--- src/sv/lfe_pkg.sv ---
// shared types and codes for the frame link engine
// no dependencies; imported by every module of the engine
`default_nettype none

package lfe_pkg;

    // default depth of the event queue between front and back
    localparam int LFE_QUEUE_DEPTH = 4;

    // event codes of the input operation field
    typedef enum logic [1:0] {
        OP_SYNC = 2'd0,
        OP_RX   = 2'd1,
        OP_SENT = 2'd2,
        OP_REQ  = 2'd3
    } op_t;

    // transmit action codes
    localparam logic [1:0] TX_NONE = 2'd0;
    localparam logic [1:0] TX_SYNC = 2'd1;
    localparam logic [1:0] TX_BYTE = 2'd2;

    // header byte positions
    localparam logic [15:0] HDR_TYPE  = 16'd1;
    localparam logic [15:0] HDR_LEN_H = 16'd2;
    localparam logic [15:0] HDR_LEN_L = 16'd3;
    localparam logic [15:0] HDR_DEST  = 16'd4;
    localparam logic [15:0] HDR_SRC   = 16'd5;

    // engine phase, one-hot
    typedef enum logic [4:0] {
        PH_IDLE  = 5'b00001,
        PH_RXHDR = 5'b00010,
        PH_RXPAY = 5'b00100,
        PH_TXHDR = 5'b01000,
        PH_TXPAY = 5'b10000
    } phase_t;

    // classified event handed from front to back
    typedef struct packed {
        op_t         op;
        logic [7:0]  data;
        logic [7:0]  req_type;
        logic [15:0] req_length;
        logic [7:0]  req_dest;
        logic [7:0]  req_src;
    } event_t;

    // one result transaction
    typedef struct packed {
        logic        accepted;
        logic [1:0]  tx_kind;
        logic [7:0]  tx_byte;
        logic        payload_valid;
        logic [7:0]  payload_byte;
        logic [15:0] payload_index;
        logic        frame_done_rx;
        logic        frame_done_tx;
        logic [7:0]  rx_type;
        logic [15:0] rx_length;
        logic [7:0]  rx_dest;
        logic [7:0]  rx_src;
    } result_t;

endpackage

`default_nettype wire

--- src/sv/lfe_front.sv ---
// front stage: accepts input transactions and classifies them into events
// depends on lfe_pkg
`default_nettype none

module lfe_front (
    input  wire logic           aclk,
    input  wire logic           aresetn,
    input  wire logic           s_valid,
    output logic                s_ready,
    input  wire logic [1:0]     s_operation,
    input  wire logic [7:0]     s_rx_byte,
    input  wire logic [7:0]     s_tx_payload_byte,
    input  wire logic [7:0]     s_req_type,
    input  wire logic [15:0]    s_req_length,
    input  wire logic [7:0]     s_req_dest,
    input  wire logic [7:0]     s_req_src,
    output logic                ev_valid,
    input  wire logic           ev_ready,
    output lfe_pkg::event_t     ev_data
);
    import lfe_pkg::*;

    logic   valid_reg;
    logic   valid_next;
    event_t ev_reg;
    event_t ev_next;

    // stage frees up when empty or its event moves on
    assign s_ready  = !valid_reg || ev_ready;
    assign ev_valid = valid_reg;
    assign ev_data  = ev_reg;

    // classify: keep only the byte the operation uses
    always_comb begin
        ev_next.op         = op_t'(s_operation);
        ev_next.data       = (op_t'(s_operation) == OP_RX) ? s_rx_byte : s_tx_payload_byte;
        ev_next.req_type   = s_req_type;
        ev_next.req_length = s_req_length;
        ev_next.req_dest   = s_req_dest;
        ev_next.req_src    = s_req_src;
    end

    always_comb begin
        if (s_valid && s_ready) begin
            valid_next = 1'b1;
        end else if (ev_ready) begin
            valid_next = 1'b0;
        end else begin
            valid_next = valid_reg;
        end
    end

    always_ff @(posedge aclk) begin
        if (!aresetn) begin
            valid_reg <= 1'b0;
        end else begin
            valid_reg <= valid_next;
        end
    end

    // event payload, no reset
    always_ff @(posedge aclk) begin
        if (s_valid && s_ready) begin
            ev_reg <= ev_next;
        end
    end

endmodule

`default_nettype wire

--- src/sv/lfe_queue.sv ---
// small event queue between front and back stages
// depends on lfe_pkg
`default_nettype none

module lfe_queue #(
    parameter int DEPTH = lfe_pkg::LFE_QUEUE_DEPTH
) (
    input  wire logic           aclk,
    input  wire logic           aresetn,
    input  wire logic           in_valid,
    output logic                in_ready,
    input  wire lfe_pkg::event_t in_data,
    output logic                out_valid,
    input  wire logic           out_ready,
    output lfe_pkg::event_t     out_data
);
    import lfe_pkg::*;

    localparam int PTR_W = (DEPTH > 1) ? $clog2(DEPTH) : 1;
    localparam int CNT_W = $clog2(DEPTH + 1);
    localparam logic [PTR_W-1:0] LAST = PTR_W'(DEPTH - 1);
    localparam logic [CNT_W-1:0] FULL = CNT_W'(DEPTH);

    event_t           slot_reg [DEPTH];
    logic [PTR_W-1:0] wr_ptr_reg, wr_ptr_next;
    logic [PTR_W-1:0] rd_ptr_reg, rd_ptr_next;
    logic [CNT_W-1:0] count_reg, count_next;
    logic             push, pop;

    assign in_ready  = (count_reg != FULL);
    assign out_valid = (count_reg != '0);
    assign out_data  = slot_reg[rd_ptr_reg];
    assign push      = in_valid && in_ready;
    assign pop       = out_valid && out_ready;

    // pointer wrap and occupancy
    always_comb begin
        wr_ptr_next = wr_ptr_reg;
        rd_ptr_next = rd_ptr_reg;
        count_next  = count_reg;
        if (push) begin
            wr_ptr_next = (wr_ptr_reg == LAST) ? '0 : wr_ptr_reg + 1'b1;
        end
        if (pop) begin
            rd_ptr_next = (rd_ptr_reg == LAST) ? '0 : rd_ptr_reg + 1'b1;
        end
        if (push && !pop) begin
            count_next = count_reg + 1'b1;
        end else if (pop && !push) begin
            count_next = count_reg - 1'b1;
        end
    end

    always_ff @(posedge aclk) begin
        if (!aresetn) begin
            wr_ptr_reg <= '0;
            rd_ptr_reg <= '0;
            count_reg  <= '0;
        end else begin
            wr_ptr_reg <= wr_ptr_next;
            rd_ptr_reg <= rd_ptr_next;
            count_reg  <= count_next;
        end
    end

    // slot write
    always_ff @(posedge aclk) begin
        if (push) begin
            slot_reg[wr_ptr_reg] <= in_data;
        end
    end

endmodule

`default_nettype wire

--- src/sv/lfe_back.sv ---
// back stage: frame state machine and registered result output
// depends on lfe_pkg
`default_nettype none

module lfe_back (
    input  wire logic            aclk,
    input  wire logic            aresetn,
    input  wire logic            ev_valid,
    output logic                 ev_ready,
    input  wire lfe_pkg::event_t ev_data,
    output logic                 res_valid,
    input  wire logic            res_ready,
    output lfe_pkg::result_t     res_data
);
    import lfe_pkg::*;

    phase_t      phase_reg, phase_next;
    logic [15:0] index_reg, index_next;
    logic [7:0]  type_reg, type_next;
    logic [15:0] len_reg, len_next;
    logic [7:0]  dest_reg, dest_next;
    logic [7:0]  src_reg, src_next;
    logic        valid_reg, valid_next;
    result_t     res_reg, res_next;
    logic [15:0] index_inc;
    logic        pay_last;
    logic        pop;

    assign pop       = ev_valid && (!valid_reg || res_ready);
    assign ev_ready  = !valid_reg || res_ready;
    assign res_valid = valid_reg;
    assign res_data  = res_reg;
    assign index_inc = index_reg + 16'd1;
    // payload ends at the header length, or on index wrap
    assign pay_last  = (index_inc >= len_reg) || (index_inc == 16'd0);

    // next state and result of one event
    always_comb begin
        phase_next = phase_reg;
        index_next = index_reg;
        type_next  = type_reg;
        len_next   = len_reg;
        dest_next  = dest_reg;
        src_next   = src_reg;
        res_next   = '0;
        case (ev_data.op)
            OP_SYNC: begin
                if (phase_reg == PH_IDLE) begin
                    phase_next = PH_RXHDR;
                    index_next = HDR_TYPE;
                end
            end
            OP_RX: begin
                if (phase_reg == PH_RXHDR) begin
                    case (index_reg)
                        HDR_TYPE: begin
                            type_next  = ev_data.data;
                            index_next = HDR_LEN_H;
                        end
                        HDR_LEN_H: begin
                            len_next   = {ev_data.data, 8'd0};
                            index_next = HDR_LEN_L;
                        end
                        HDR_LEN_L: begin
                            len_next   = {len_reg[15:8], ev_data.data};
                            index_next = HDR_DEST;
                        end
                        HDR_DEST: begin
                            dest_next  = ev_data.data;
                            index_next = HDR_SRC;
                        end
                        HDR_SRC: begin
                            src_next   = ev_data.data;
                            index_next = 16'd0;
                            if (len_reg == 16'd0) begin
                                phase_next             = PH_IDLE;
                                res_next.frame_done_rx = 1'b1;
                            end else begin
                                phase_next = PH_RXPAY;
                            end
                        end
                        default: begin
                            index_next = index_inc;
                        end
                    endcase
                end else if (phase_reg == PH_RXPAY) begin
                    res_next.payload_valid = 1'b1;
                    res_next.payload_byte  = ev_data.data;
                    res_next.payload_index = index_reg;
                    index_next             = index_inc;
                    if (pay_last) begin
                        phase_next             = PH_IDLE;
                        res_next.frame_done_rx = 1'b1;
                    end
                end
            end
            OP_SENT: begin
                if (phase_reg == PH_TXHDR) begin
                    res_next.tx_kind = TX_BYTE;
                    case (index_reg)
                        HDR_TYPE: begin
                            res_next.tx_byte = type_reg;
                            index_next       = HDR_LEN_H;
                        end
                        HDR_LEN_H: begin
                            res_next.tx_byte = len_reg[15:8];
                            index_next       = HDR_LEN_L;
                        end
                        HDR_LEN_L: begin
                            res_next.tx_byte = len_reg[7:0];
                            index_next       = HDR_DEST;
                        end
                        HDR_DEST: begin
                            res_next.tx_byte = dest_reg;
                            index_next       = HDR_SRC;
                        end
                        HDR_SRC: begin
                            res_next.tx_byte = src_reg;
                            index_next       = 16'd0;
                            if (len_reg == 16'd0) begin
                                phase_next             = PH_IDLE;
                                res_next.frame_done_tx = 1'b1;
                            end else begin
                                phase_next = PH_TXPAY;
                            end
                        end
                        default: begin
                            // lost header position: resend sync, restart at type
                            res_next.tx_kind = TX_SYNC;
                            index_next       = HDR_TYPE;
                        end
                    endcase
                end else if (phase_reg == PH_TXPAY) begin
                    res_next.tx_kind = TX_BYTE;
                    res_next.tx_byte = ev_data.data;
                    index_next       = index_inc;
                    if (pay_last) begin
                        phase_next             = PH_IDLE;
                        res_next.frame_done_tx = 1'b1;
                    end
                end
                // tell the caller which payload byte is wanted next
                if (phase_next == PH_TXPAY) begin
                    res_next.payload_index = index_next;
                end
            end
            OP_REQ: begin
                if (phase_reg == PH_IDLE) begin
                    type_next         = ev_data.req_type;
                    len_next          = ev_data.req_length;
                    dest_next         = ev_data.req_dest;
                    src_next          = ev_data.req_src;
                    index_next        = HDR_TYPE;
                    phase_next        = PH_TXHDR;
                    res_next.accepted = 1'b1;
                    res_next.tx_kind  = TX_SYNC;
                end
            end
            default: begin
            end
        endcase
        res_next.rx_type   = type_next;
        res_next.rx_length = len_next;
        res_next.rx_dest   = dest_next;
        res_next.rx_src    = src_next;
    end

    // output register handshake
    always_comb begin
        if (pop) begin
            valid_next = 1'b1;
        end else if (res_ready) begin
            valid_next = 1'b0;
        end else begin
            valid_next = valid_reg;
        end
    end

    always_ff @(posedge aclk) begin
        if (!aresetn) begin
            phase_reg <= PH_IDLE;
            index_reg <= '0;
            type_reg  <= '0;
            len_reg   <= '0;
            dest_reg  <= '0;
            src_reg   <= '0;
            valid_reg <= 1'b0;
        end else begin
            valid_reg <= valid_next;
            if (pop) begin
                phase_reg <= phase_next;
                index_reg <= index_next;
                type_reg  <= type_next;
                len_reg   <= len_next;
                dest_reg  <= dest_next;
                src_reg   <= src_next;
            end
        end
    end

    // result payload, no reset
    always_ff @(posedge aclk) begin
        if (pop) begin
            res_reg <= res_next;
        end
    end

endmodule

`default_nettype wire

--- src/sv/link_frame_rx_tx_engine.sv ---
// half-duplex frame link engine, top level; uses lfe_pkg, lfe_front, lfe_queue, lfe_back
// path: each transaction passes the front register, the event queue and the back-stage result register
// throughput: one transaction per cycle while m_ready stays high, set by the state update in the back
// stage; the event queue absorbs up to QUEUE_DEPTH events while the result side stalls
// reset: synchronous active-low aresetn returns to idle with header registers cleared
// and all stages empty
`default_nettype none

module link_frame_rx_tx_engine #(
    parameter int QUEUE_DEPTH = lfe_pkg::LFE_QUEUE_DEPTH
) (
    input  wire logic        aclk,
    input  wire logic        aresetn,
    input  wire logic        s_valid,
    output logic             s_ready,
    input  wire logic [1:0]  s_operation,
    input  wire logic [7:0]  s_rx_byte,
    input  wire logic [7:0]  s_tx_payload_byte,
    input  wire logic [7:0]  s_req_type,
    input  wire logic [15:0] s_req_length,
    input  wire logic [7:0]  s_req_dest,
    input  wire logic [7:0]  s_req_src,
    output logic             m_valid,
    input  wire logic        m_ready,
    output logic             m_accepted,
    output logic [1:0]       m_tx_kind,
    output logic [7:0]       m_tx_byte,
    output logic             m_payload_valid,
    output logic [7:0]       m_payload_byte,
    output logic [15:0]      m_payload_index,
    output logic             m_frame_done_rx,
    output logic             m_frame_done_tx,
    output logic [7:0]       m_rx_type,
    output logic [15:0]      m_rx_length,
    output logic [7:0]       m_rx_dest,
    output logic [7:0]       m_rx_src
);
    import lfe_pkg::*;

    logic    fe_valid, fe_ready;
    event_t  fe_data;
    logic    q_valid, q_ready;
    event_t  q_data;
    result_t res;

    lfe_front u_front (
        .aclk              (aclk),
        .aresetn           (aresetn),
        .s_valid           (s_valid),
        .s_ready           (s_ready),
        .s_operation       (s_operation),
        .s_rx_byte         (s_rx_byte),
        .s_tx_payload_byte (s_tx_payload_byte),
        .s_req_type        (s_req_type),
        .s_req_length      (s_req_length),
        .s_req_dest        (s_req_dest),
        .s_req_src         (s_req_src),
        .ev_valid          (fe_valid),
        .ev_ready          (fe_ready),
        .ev_data           (fe_data)
    );

    lfe_queue #(
        .DEPTH (QUEUE_DEPTH)
    ) u_queue (
        .aclk      (aclk),
        .aresetn   (aresetn),
        .in_valid  (fe_valid),
        .in_ready  (fe_ready),
        .in_data   (fe_data),
        .out_valid (q_valid),
        .out_ready (q_ready),
        .out_data  (q_data)
    );

    lfe_back u_back (
        .aclk      (aclk),
        .aresetn   (aresetn),
        .ev_valid  (q_valid),
        .ev_ready  (q_ready),
        .ev_data   (q_data),
        .res_valid (m_valid),
        .res_ready (m_ready),
        .res_data  (res)
    );

    // break the result out onto ports
    assign m_accepted      = res.accepted;
    assign m_tx_kind       = res.tx_kind;
    assign m_tx_byte       = res.tx_byte;
    assign m_payload_valid = res.payload_valid;
    assign m_payload_byte  = res.payload_byte;
    assign m_payload_index = res.payload_index;
    assign m_frame_done_rx = res.frame_done_rx;
    assign m_frame_done_tx = res.frame_done_tx;
    assign m_rx_type       = res.rx_type;
    assign m_rx_length     = res.rx_length;
    assign m_rx_dest       = res.rx_dest;
    assign m_rx_src        = res.rx_src;

    // an accepted send request always starts with a sync
    a_accept_sync: assert property (@(posedge aclk) disable iff (!aresetn)
        m_valid && m_accepted |-> m_tx_kind == TX_SYNC)
        else $error("accepted request without sync");

    // half duplex: never both directions finishing in one transaction
    a_one_done: assert property (@(posedge aclk) disable iff (!aresetn)
        m_valid |-> !(m_frame_done_rx && m_frame_done_tx))
        else $error("rx and tx done together");

    // a received payload byte carries no transmit action
    a_rx_no_tx: assert property (@(posedge aclk) disable iff (!aresetn)
        m_valid && m_payload_valid |-> m_tx_kind == TX_NONE)
        else $error("transmit action on receive");

    // last received payload byte sits at the end of the header length
    a_rx_last: assert property (@(posedge aclk) disable iff (!aresetn)
        m_valid && m_payload_valid && m_frame_done_rx |->
            ({1'b0, m_payload_index} + 17'd1) >= {1'b0, m_rx_length})
        else $error("receive frame ended early");

endmodule

`default_nettype wire

--- config.mk ---
export PLATFORM = sky130hd
export DESIGN_NAME = link_frame_rx_tx_engine
export DESIGN_NICKNAME = d
export VERILOG_FILES = /design/src/sv/lfe_pkg.sv /design/src/sv/lfe_front.sv /design/src/sv/lfe_queue.sv /design/src/sv/lfe_back.sv /design/src/sv/link_frame_rx_tx_engine.sv
export SDC_FILE = /design/constraint.sdc
export NUM_CORES = 1
export LEC_CHECK = 0
export ABC_CLOCK_PERIOD_IN_PS = 11700
export BUFFER_PORTS_ARGS = -buffer_cell sky130_fd_sc_hd__buf_4
export CORE_ASPECT_RATIO = 0.75
export CORE_MARGIN = 4
export CORE_UTILIZATION = 50
export DETAILED_ROUTE_END_ITERATION = 6
export GPL_TIMING_DRIVEN = 0
export PLACE_DENSITY = 0.69
export SLEW_MARGIN = 40
export SYNTH_ARGS = -nofsm -noshare
export SYNTH_HDL_FRONTEND = slang
export SYNTH_HIERARCHICAL = 1
export SYNTH_SLANG_ARGS = --single-unit
--- constraint.sdc ---
create_clock -name aclk -period 11.7 [get_ports aclk]
set_input_delay 1.755 -clock aclk [delete_from_list [all_inputs] [get_ports aclk]]
set_output_delay 1.755 -clock aclk [all_outputs]
set_load 0.03 [all_outputs]
==> impl_results.md <==
- Multi-input gate area: between 5000 and 6000 um2
- FF/Latch Area: ~11000 um2
- Synth area leader: edfxtp_1
- Crit. End Element: flip-flop
- Cell Pwr Density: between 200 and 300 nW/um2
- Max Slew Vio Count: 0
- Final setup fails: 0
- Hold buffer count at cts: 0
- WL met2: slightly above 20 mm
- GRT Util Overall: 0.245
- Outcome: finished, final reports clean
- Worst rel slew slack: 0.377
- CTS tree: built
- Post-Syn Instances: 1235
- DRC: 0
- Final WL: ~46 mm
- Leak: between 0.007 and 0.008 uW
- Ys Warns: 6
- Critical path fanouts, max: 10
- Num CTS Buffers: 39
- Port Buf Inserts: around 140
- Seq/Total Area, Yosys: 0.655
- Setup repair bufs after CTS: 0
- Final #Nets: roughly 1500
- Most frequent cell after synthesis: edfxtp_1
- Post-synth top area share: 0.571
- Crit path DAT: a little under 6 ns
- Initial antenna violation count: 0
- Core area: between 30000 and 40000 um2
- Crit-path max cell delay: slightly below 0.8 ns
- Maximum clock path buffer count: 3
- Crit path cell chain: ha_1, buf_2, nand3_1, clkbuf_1, nor4_1, xor2_1, ha_1, o2111a_1, nand2_1, nor2_1, a221oi_1, nand4_1, nor3_1, clkbuf_1, o2111ai_1, o41ai_1
- Total Neg Setup Slack: 0 ns
- Asr flop ratio synth: 0
- CTS Sinks: 400
- Slew @ Worst Pin: approximately 0.9 ns
- Reg2reg setup slack: slightly above 6 ns
- Max IR drop VDD: about 0.19 mV
- Area Growth Syn to Fin: 17.4%
- Post_cts resized: 0
- Die Y: around 170 um
- Initial DRT Pass Iterations: 6
- Most used flip-flop cell after synthesis: edfxtp_1
- Dominant cells by area after synthesis: edfxtp_1, dfxtp_1, mux4_2
- First-pass GRT wire length: about 70 mm
- Initial Util: 0.511
- Worst Clk Skew: 0.0188 ns
- Crit path launch type: flip-flop
- DR WL met3: 4.62 mm
- IO Pins: 142
- Worst Path Required: ~12 ns
- First DRT Iteration DRCs: roughly 1600
- Syn_nets: 1328
- Grt total ovfl: 0
- Clk pin slew, worst setup/hold paths: approximately 0.060 ns
- Post-synth cell types: a little under 80
- Crit. Startpoint: u_back/index_reg[0]$_SDFFE_PN0P_
- Area of the mapped netlist: approximately 17000 um2
- Filler cell count: 2625
- Max reg flops: 200
- CP Class: flip-flop to flip-flop
- Util after Layout: 0.600
- Final hold violation count: 0
- Highest Signal Layer: met4
- Met1 Routed Length: between 20 and 25 mm
- Max Cap Violations: 0
- Hold WC Path Type: flip-flop to flip-flop
- RR Startpoint: u_back/index_reg[0]$_SDFFE_PN0P_
- RSZ-0062 raised after global routing: false
- Fmax: about 0.18 GHz
- Share of layout cells above drive strength 1: 0.210
- Final HPWL from detailed placement: about 33 mm
- Placer's final routability congestion estimate: approximately 0.96
- Routed len/inst: roughly 24 um
- R2R depth: 16
- Later-pin clock latency in the skew report: ~0.55 ns
- Antenna viol nets, final: 0
- Part of the cycle the worst path needs: 0.471
- FP Rows: a little under 60
- Post-synth top cells: edfxtp_1, nand2_1, nor2_1, dfxtp_1, clkbuf_1
- Max H-tree Level: 2
- Worst-path cell with the longest stage delay: nor4_1
- Via/cell ratio: 6.08
- Final worst path period need: ~5.5 ns
- Vias in the first global route: 11215
- Seq cells post-synth: 400
- Reg-to-reg endpoint: u_back/res_data[48]$_DFFE_PP_
- Die area: ~38000 um2
- Largest net degree at the start of global routing: 51
- Worst Hold Depth: 0
- Worst Setup EP: u_back/res_data[48]$_DFFE_PP_
- Clock root buffer: clkbuf_16
- EDFF count, synth: roughly 330
- Chip width: 222 um
- Synthesized area per cell: about 14 um2
- Vias: about 12000
[cell type report]
type,instances,area share
Antenna cell,1,0.000124
Multi-Input combinational cell,722,0.272
Timing Repair Buffer,147,0.0582
Clock buffer,47,0.0502
Inverter,36,0.00667
Buffer,77,0.0170
Sequential cell,400,0.558
Tap cell,450,0.0278
Clock inverter,22,0.0105
[cells by family after synthesis]
kind of cell / Yosys count / synth area share
DFF: 400 / 0.655
xor gates and xnor gates: 16 / 0.00813
muxes: 67 / 0.0775
adders and majority gates: 31 / 0.0229
and+or+nand+nor: 355 / 0.105
buffers and inverters: 113 / 0.0276
AOI/OAI and AO/OA: 253 / 0.104
[cells in the final DEF (no fill, tap or decap), drive strengths merged, types with 17 or more instances in the layout]
cell type / instances
clkbuf: 107
inv: 40
nor3: 28
a221o: 17
o21ai: 64
mux4: 50
a21o: 23
a21oi: 37
ha: 30
dfxtp: 72
edfxtp: 328
buf: 164
nor2: 82
nand3: 17
nand2: 108
and2: 28
[layer usage]
layer	GRT usage	up-vias
met2	0.362	598
met1	0.380	5745
met3	0.0489	78
met4	0.0563	0
met5	0	-
li1	-	5140
[per-stage QoR]
stage / setup slack (ns) / total power [uW] / instances / instance area, um2 / hold WS (ns)
floorplan: 6.81 / 3150 / 1235 / 17200 / 0.459
global placement: 5.16 / 3820 / 1826 / 18900 / 0.472
detailed placement: 6.39 / 3850 / 1830 / 19000 / 0.487
CTS: 6.36 / 5070 / 1899 / 20200 / 0.502
global route: 5.88 / 5290 / 1901 / 20200 / 0.518
finish: 6.19 / 5070 / 1902 / 20200 / 0.496
[worst max-delay path, delay by kind of cell (launching register included)]
family,cells,cell delay [ns]
buf+inv,3,0.93
fa+ha+maj,2,0.55
xor+xnor,1,0.21
compound gates,4,0.81
simple gates,6,2.15
flops,1,0.59
[report_power, final]
group / total, uW / internal (uW) / switching (uW)
registers: 2010 / 1860 / 148
clock network: 1220 / 691 / 533
logic: 1840 / 628 / 1210
total: 5070 / 3180 / 1890
[how the worst min path moves through the flow]
stage	slack, ns	end	startpoint
floorplan	0.46	u_queue/slot_reg[0][0]$_DFFE_PP_	u_front/ev_data[0]$_DFFE_PP_
global placement	0.47	u_queue/slot_reg[2][43]$_DFFE_PP_	u_front/ev_data[43]$_DFFE_PP_
detailed placement	0.49	u_queue/slot_reg[3][14]$_DFFE_PP_	u_front/ev_data[14]$_DFFE_PP_
CTS	0.50	u_queue/slot_reg[2][14]$_DFFE_PP_	u_front/ev_data[14]$_DFFE_PP_
global route	0.52	u_queue/slot_reg[0][24]$_DFFE_PP_	u_front/ev_data[24]$_DFFE_PP_
finish	0.50	u_queue/slot_reg[2][38]$_DFFE_PP_	u_front/ev_data[38]$_DFFE_PP_
Note: power is estimated with default switching activity, not from simulation.
